**src/rtl/mfap_pkg.sv**
```systemverilog
// ----------------------------------------------------------------------------
// mfap_pkg
// Shared types, codes and constants of the max-flow core.
// ----------------------------------------------------------------------------
`default_nettype none

package mfap_pkg;

    localparam int MAX_NODES_DEF = 64;
    localparam int CAP_BITS_DEF  = 16;

    localparam int OPC_W      = 2;
    localparam int NODE_FW    = 6;
    localparam int CAP_FW     = 16;
    localparam int IN_W       = 32;
    localparam int FLOW_W     = 22;
    localparam int OUT_W      = 24;
    localparam int CFG_IDX_W  = 2;
    localparam int CFG_DATA_W = 7;

    localparam logic [FLOW_W-1:0] FLOW_MAX = 22'h3FFFFF;

    localparam logic [CFG_DATA_W-1:0] NODE_COUNT_RST = 7'd64;
    localparam logic [NODE_FW-1:0]    SOURCE_RST     = 6'd0;
    localparam logic [NODE_FW-1:0]    SINK_RST       = 6'd1;

    typedef enum logic [OPC_W-1:0] {
        OP_CLEAR = 2'd0,
        OP_EDGE  = 2'd1,
        OP_RUN   = 2'd2
    } opcode_t;

    typedef enum logic [CFG_IDX_W-1:0] {
        CFG_NODE_COUNT = 2'd0,
        CFG_SOURCE     = 2'd1,
        CFG_SINK       = 2'd2
    } cfg_index_t;

    typedef enum logic [3:0] {
        CMD_NONE,
        CMD_LOAD,
        CMD_CLEAR,
        CMD_COPY,
        CMD_INIT,
        CMD_DEQ,
        CMD_DEQ_WAIT,
        CMD_SCAN,
        CMD_WALK_P,
        CMD_WALK_U,
        CMD_WALK_F,
        CMD_WALK_B,
        CMD_FINISH
    } cmd_op_t;

    typedef struct packed {
        cmd_op_t op;
    } cmd_t;

    typedef struct packed {
        logic sweep_done;
        logic queue_empty;
        logic target_found;
        logic scan_done;
        logic walk_phase;
        logic walk_last;
        logic run_skip;
        logic out_free;
    } sts_t;

endpackage

`default_nettype wire

```
**src/rtl/mfap_ctrl.sv**
```systemverilog
// ----------------------------------------------------------------------------
// mfap_ctrl
// Sequencer: steps the datapath through clear, copy, search and augment.
// ----------------------------------------------------------------------------
`default_nettype none

module mfap_ctrl (
    input  logic                       clk,
    input  logic                       rst_n,
    input  logic                       s_tvalid,
    input  logic [mfap_pkg::OPC_W-1:0] opcode,
    output logic                       s_tready,
    input  mfap_pkg::sts_t             sts,
    output mfap_pkg::cmd_t             cmd
);

    import mfap_pkg::*;

    typedef enum logic [3:0] {
        ST_CLEAR,
        ST_IDLE,
        ST_COPY,
        ST_INIT,
        ST_DEQ,
        ST_DEQ_WAIT,
        ST_SCAN,
        ST_WALK_P,
        ST_WALK_U,
        ST_WALK_F,
        ST_WALK_B,
        ST_FINISH
    } state_t;

    state_t state_reg;
    state_t state_next;
    logic   accept;

    assign s_tready = (state_reg == ST_IDLE);
    assign accept   = s_tvalid && s_tready;

    always_comb
    begin
        state_next = state_reg;
        cmd.op     = CMD_NONE;
        unique case (state_reg)
            ST_CLEAR:
            begin
                cmd.op = CMD_CLEAR;
                if (sts.sweep_done)
                begin
                    state_next = ST_IDLE;
                end
            end
            ST_IDLE:
            begin
                if (accept)
                begin
                    cmd.op = CMD_LOAD;
                    case (opcode_t'(opcode))
                        OP_CLEAR: state_next = ST_CLEAR;
                        OP_RUN:   state_next = sts.run_skip ? ST_FINISH : ST_COPY;
                        default:  state_next = ST_IDLE;
                    endcase
                end
            end
            ST_COPY:
            begin
                cmd.op = CMD_COPY;
                if (sts.sweep_done)
                begin
                    state_next = ST_INIT;
                end
            end
            ST_INIT:
            begin
                cmd.op     = CMD_INIT;
                state_next = ST_DEQ;
            end
            ST_DEQ:
            begin
                cmd.op = CMD_DEQ;
                if (!sts.queue_empty)
                begin
                    state_next = ST_DEQ_WAIT;
                end
                else if (sts.target_found)
                begin
                    state_next = ST_WALK_P;
                end
                else
                begin
                    state_next = ST_FINISH;
                end
            end
            ST_DEQ_WAIT:
            begin
                cmd.op     = CMD_DEQ_WAIT;
                state_next = ST_SCAN;
            end
            ST_SCAN:
            begin
                cmd.op = CMD_SCAN;
                if (sts.scan_done)
                begin
                    state_next = ST_DEQ;
                end
            end
            ST_WALK_P:
            begin
                cmd.op     = CMD_WALK_P;
                state_next = ST_WALK_U;
            end
            ST_WALK_U:
            begin
                cmd.op     = CMD_WALK_U;
                state_next = ST_WALK_F;
            end
            ST_WALK_F:
            begin
                cmd.op     = CMD_WALK_F;
                state_next = sts.walk_phase ? ST_WALK_B : ST_WALK_P;
            end
            ST_WALK_B:
            begin
                cmd.op     = CMD_WALK_B;
                state_next = sts.walk_last ? ST_INIT : ST_WALK_P;
            end
            ST_FINISH:
            begin
                if (sts.out_free)
                begin
                    cmd.op     = CMD_FINISH;
                    state_next = ST_IDLE;
                end
            end
            default:
            begin
                state_next = ST_IDLE;
            end
        endcase
    end

    always_ff @(posedge clk or negedge rst_n)
    begin
        if (!rst_n)
        begin
            state_reg <= ST_CLEAR;
        end
        else
        begin
            state_reg <= state_next;
        end
    end

endmodule

`default_nettype wire

```
**config.mk**
```make
export PLATFORM = sky130hd
export DESIGN_NAME = mfap_ctrl
export DESIGN_NICKNAME = d
export VERILOG_FILES = /design/src/rtl/mfap_pkg.sv /design/src/rtl/mfap_ctrl.sv
export SDC_FILE = /design/constraint.sdc
export NUM_CORES = 1
export LEC_CHECK = 0
export BUFFER_PORTS_ARGS = -buffer_cell sky130_fd_sc_hd__buf_4
export CORE_UTILIZATION = 40
export DETAILED_ROUTE_END_ITERATION = 10
export HOLD_SLACK_MARGIN = 0.05
export PLACE_DENSITY = 0.78
export SYNTH_ARGS = -nofsm -noshare
export SYNTH_HDL_FRONTEND = slang
export SYNTH_SLANG_ARGS = --single-unit
```
**constraint.sdc**
```tcl
create_clock -name clk -period 3 [get_ports clk]
set_input_delay 0.3 -clock clk [delete_from_list [all_inputs] [get_ports clk]]
set_output_delay 0.3 -clock clk [all_outputs]
set_load 0.05 [all_outputs]
```
==> flow_metrics.tcl, run 1 <==
set metrics [dict create \
    synth_nets 79 \
    routed_wl_um 1140 \
    crit_path_end_kind "primary output" \
    avgSynthCellArea_sq_um 7.89 \
    skew_ns 0.00113 \
    synth.top_cells.by_area "dfrtp_1 (19%), nand2b_1 (6.0%), nor2_1 (5.0%), and3b_1 (5.0%), xor2_1 (5.0%)" \
    first_global_vias 474 \
    cts_root_buf "clkbuf_4" \
    die_w_um 38.1 \
    cp_max_fo 18 \
    die_y_um 38.1 \
    syn_area_sq_um 520 \
    yosysTopAreaCell "dfrtp_1" \
    largest_register_ffs 4 \
    gr-usage-all-layers_pct 19.4 \
    slew_violations 0 \
    h-tree-depth 1 \
    numCtsBuffers 3 \
    synth_common_cells "nor2_1 (7), nand2_1 (5), nand2b_1 (5)" \
    final_cells 96 \
    rsz0062_at_grt "no" \
    yosys_warnings 0 \
    cts.clk_slew.worst_paths_ns 0.04 \
    fp.coreArea_sq_mm 0.00116 \
    ant_nets 0 \
    synthCells 66 \
    cts.sinks 4 \
    finalSetupTns_ns 0 \
    finalSetupViolCount 0 \
    num_rows 12 \
    path_class "flip-flop to primary output" \
    dp_worst_setup_slack_ns 1.30 \
    fillCellCount 119 \
    reg2regPathDepth 4 \
    yosysUniqueCellTypes 33 \
    wire_per_inst_um 11.8 \
    crit_start "state_reg[0]" \
    r2r-start "state_reg[0]" \
    fmax_mhz 508 \
    synth_async_sr_flop_share_pct 100 \
    remaining_drc_errors 0 \
    ys_seq_area_share_pct 19.2 \
    maxCapViolCount 0 \
    crit_end "cmd[2]" \
    grt_max_degree 19 \
    via_per_inst 5.79 \
    ys.flop_type "dfrtp_1" \
    arrival_ns 1.67 \
    timing.hold.ws_ns 0.386 \
    drtIter0Drc 9 \
    power_mw 0.775 \
    first_pass_iters 4 \
    ir_drop_uv 501 \
    dieArea_sq_mm 0.00145 \
    p_leak_nw 0.300 \
    rr_endpoint "state_reg[3]" \
    reg2reg_slack_ns 1.37 \
    synth-seq-cells 4 \
    overflow 0 \
    initial_core_util_pct 45.0 \
    outcome "finished clean" \
    finalCriticalPeriod_ns 1.97 \
    postLayoutCoreUtil_pct 57.1 \
    area_growth_pct 26.9 \
    io_buffer_count 17 \
    slew_headroom_pct 62.4 \
    crit_required_ns 2.70 \
    crit_path_start_kind "flip-flop" \
    place_area_sq_um 628 \
    hold_buffers 1 \
    hold_path_depth 3 \
    ios 18 \
    layout-drive-gt1-share_pct 30.5 \
    power.density_mw_per_mm2 1170 \
    grt_pass1_wl_um 1950 \
    min_path_type "input port to flip-flop" \
    clk_latency_ns 0.23 \
    cts.path.max_buffers 2 \
    dp_hpwl_um 824 \
    tightest_slew_ns 0.565 \
    diodes 0 \
    ctsResizeCount 0 \
    vias 556 \
    synth_enable_flop_cells 0 \
    placed_cells 92 \
    hold_viol_final 0 \
    fin_nets 97 \
    layout_setup_ws_ns 1.03 \
    post-route-cell-area_sq_um 661 \
    gp_congestion 0.862 \
    finalCritPeriodShare_pct 65.7 \
    synth_most_common_cell "nor2_1" \
    post_cts_buffers 0 \
    cts_tree "yes" \
    antenna_found_initial 0 \
    synth_top_area_share_pct 19.2 \
]
-- layout make-up --
class | instances | area [sq um] | area share [%]
inverters | 1 | 3.75 | 0.568
repair buffers | 18 | 138 | 20.8
flip-flops and latches | 4 | 100 | 15.2
clock buffers | 3 | 22.5 | 3.41
well taps | 14 | 17.5 | 2.65
multi-input cells | 56 | 379 | 57.4
-- worst max-delay path: stages (launching register included) --
cell and delay, ns:
dfrtp_1 0.66, nand2_1 0.25, o31ai_1 0.29, buf_4 0.24
-- metal layers --
metal | wire (um) | up-vias | track usage, %
met4 | 0 | 0 | 8.04
met1 | 564 | 265 | 24.7
met5 | 0 | - | 0
li1 | - | 274 | -
met3 | 50 | 0 | 5.23
met2 | 519 | 17 | 30.5
-- kinds of logic after synthesis --
group                     synth area share [%]
and+or+nand+nor                           33.2
AOI/OAI and AO/OA                         34.6
buffers and inverters                     7.93
DFF                                       19.2
xor gates and xnor gates                  5.05
-- layout by cell type, fill, tap and decap left out --
| master | n |
|---|---|
| nand2_1 | 5 |
| nor2_2 | 1 |
| inv_1 | 1 |
| dfrtp_1 | 4 |
| nor2b_1 | 4 |
| a211oi_1 | 2 |
| nand3_1 | 1 |
| or3_1 | 1 |
| o22a_1 | 1 |
| o32a_1 | 2 |
| nand2b_1 | 5 |
| xor2_1 | 3 |
| a31oi_1 | 1 |
| o22ai_1 | 1 |
| o2bb2ai_2 | 1 |
| nand3b_1 | 1 |
| o21ai_2 | 1 |
| a21o_1 | 1 |
| a22oi_1 | 1 |
| o21ai_1 | 3 |
| buf_4 | 17 |
| o32ai_1 | 1 |
| a2bb2o_1 | 1 |
| a21oi_1 | 3 |
| nor2_1 | 7 |
| o221a_1 | 1 |
| o31a_1 | 1 |
| dlygate4sd3_1 | 1 |
| a21oi_2 | 1 |
| nor4b_2 | 1 |
| and3b_1 | 3 |
| o31ai_1 | 1 |
| clkbuf_4 | 3 |
| nor3_1 | 1 |
-- worst min path at each step --
stage / from / end / slack, ns
after detailed placement: rst_n / state_reg[2] / 0.1
after global routing: sts[2] / state_reg[2] / 0.39
after CTS: rst_n / state_reg[2] / 0.39
after global placement: rst_n / state_reg[2] / 0.1
after floorplan: rst_n / state_reg[0] / 0.004
final: sts[2] / state_reg[2] / 0.39
-- power by group --
part           total [mW]  internal (mW)  switching, mW
clock              0.0662         0.0447         0.0215
sequential          0.173         0.0753         0.0978
combinational       0.535          0.213          0.322
No activity file was read; power rests on OpenSTA's default activity.
==> run 2, diff against run 1 <==
- PLACE_DENSITY: 0.78 -> 0.81
- clock period: 3 -> 1.7 ns (I/O delays scaled with it)
==> run 2 against run 1 <==
Non-clock buffer count is 6 higher. Critical endpoint is now s_tready. Wire length is 25% higher. Core utilization is 7.3 points higher. Worst setup slack worse by 0.96 ns. Combinational power is 130% higher. Die area stayed put. Largest cell class unchanged. Largest power group unchanged.
==> flow_metrics.tcl, run 2 (synthesis results as in run 1) <==
set metrics [dict create \
    fmax_mhz 615 \
    cts_tree "yes" \
    die_y_um 38.1 \
    drtIter0Drc 7 \
    slew_headroom_pct 77.7 \
    ir_drop_uv 925 \
    power.density_mw_per_mm2 2130 \
    switching_share_pct 54.5 \
    fp.coreArea_sq_mm 0.00116 \
    crit_path_end_kind "primary output" \
    cts.clk_slew.worst_paths_ns 0.04 \
    routed_wl_um 1420 \
    crit_path_start_kind "flip-flop" \
    finalCritPeriodShare_pct 95.6 \
    overflow 0 \
    seqPwrFrac_pct 15.5 \
    grt_max_degree 13 \
    pwr-share-comb_pct 76.7 \
    h-tree-depth 1 \
    rsz0062_at_grt "no" \
    finalSetupTns_ns 0 \
    grt_pass1_wl_um 2270 \
    p_leak_nw 0.341 \
    vias 585 \
    initial_core_util_pct 45.0 \
    numCtsBuffers 3 \
    area_growth_pct 43.0 \
    finalSetupViolCount 0 \
    p_int_mw 0.722 \
    fillCellCount 107 \
    mostFrequentLayoutCells "buf_4 (21), nor2_1 (6), nand2_1 (5), nand2b_1 (5), nor2b_1 (4)" \
    dieArea_sq_mm 0.00145 \
    clockPowerShare_pct 7.8 \
    hold_viol_final 0 \
    first_global_vias 537 \
    outcome "finished clean" \
    antenna_found_initial 0 \
    layout-drive-gt1-share_pct 43.2 \
    tightest_slew_ns 0.331 \
    finalCriticalPeriod_ns 1.63 \
    remaining_drc_errors 0 \
    cts.path.max_buffers 2 \
    die_w_um 38.1 \
    final_cells 102 \
    min_path_type "input port to flip-flop" \
    post_cts_buffers 0 \
    arrival_ns 1.46 \
    gp_congestion 0.879 \
    layout_setup_ws_ns 0.0748 \
    clk_latency_ns 0.24 \
    placed_cells 98 \
    dp_worst_setup_slack_ns 0.203 \
    io_buffer_count 17 \
    cp_max_fo 9 \
    diodes 0 \
    num_rows 12 \
    path_class "flip-flop to primary output" \
    wire_per_inst_um 13.9 \
    crit_required_ns 1.53 \
    cts_root_buf "clkbuf_4" \
    postLayoutCoreUtil_pct 64.4 \
    reg2reg_slack_ns 0.24 \
    via_per_inst 5.74 \
    ant_nets 0 \
    ios 18 \
    first_pass_iters 4 \
    dp_hpwl_um 1040 \
    slew_violations 0 \
    cts.sinks 4 \
    skew_ns 0.00695 \
    switchingPower_mw 0.863 \
    largest_register_ffs 4 \
    gr-usage-all-layers_pct 22.8 \
    mostFrequentLayoutCell "buf_4" \
    maxCapViolCount 0 \
    fin_nets 103 \
]
-- run 2: changes by cell type in the layout (fill, tap and decap cells not counted), moves of 2 or more --
cell / delta
dfrtp_2: +3
dfrtp_1: -3
buf_6: +2
buf_4: +4
-- run 2: final timing paths --
path	end	depth (start not counted)	startpoint
worst min-delay path	state_reg[3]	3	sts[0]
worst max-delay path	s_tready	3	state_reg[1]
worst max register to register	state_reg[1]	5	state_reg[1]
max in group asynchronous	state_reg[0]	2	rst_n
min in group asynchronous	state_reg[2]	2	rst_n
worst min register to register	state_reg[1]	1	state_reg[1]
-- run 2: final cells by class --
class                      count  area (sq um)  share of cell area (%)
multi-input combinational     56           407                    54.6
sequential                     4           104                    13.9
inverter                       1          3.75                   0.504
clock buffer                   3          22.5                    3.03
tap                           14          17.5                    2.35
timing repair buffer          24           190                    25.5
-- run 2: power by group through the flow --
stage	sequential (mW)	clock (mW)	combinational [mW]
final	0.246	0.124	1.22
after global routing	0.254	0.129	1.31
after CTS	0.235	0.129	1.20
after detailed placement	0.235	0	1.17
after global placement	0.230	0	1.17
after floorplan	0.183	0	0.946
-- run 2: layer usage --
metal	global-route usage (%)	wire [um]
met1	29.3	670
met2	36.9	699
met3	1.74	48
met5	0	0
met4	13.4	0
-- run 2: worst max-delay path: stages (launching register included) --
cell,delay [ns]
dfrtp_2,0.48
buf_4,0.19
nor4b_4,0.33
buf_6,0.20
-- run 2: what timing repair did --
| item | CTS | global route |
|---|---|---|
| hold buffers | 1 | 0 |
| hold endpoints to repair | 4 | 0 |
| setup endpoints to repair | 2 | 4 |
| resized for setup | 2 | 4 |
| cloned | 0 | 0 |
-- run 2: metrics by stage --
step / area (sq um) / hold WS, ns / total power, mW
after global routing: 744 / 0.265 / 1.69
after CTS: 736 / 0.241 / 1.56
after global placement: 698 / -0.0309 / 1.40
after floorplan: 546 / -0.126 / 1.13
final: 744 / 0.244 / 1.59
after detailed placement: 698 / -0.0286 / 1.41
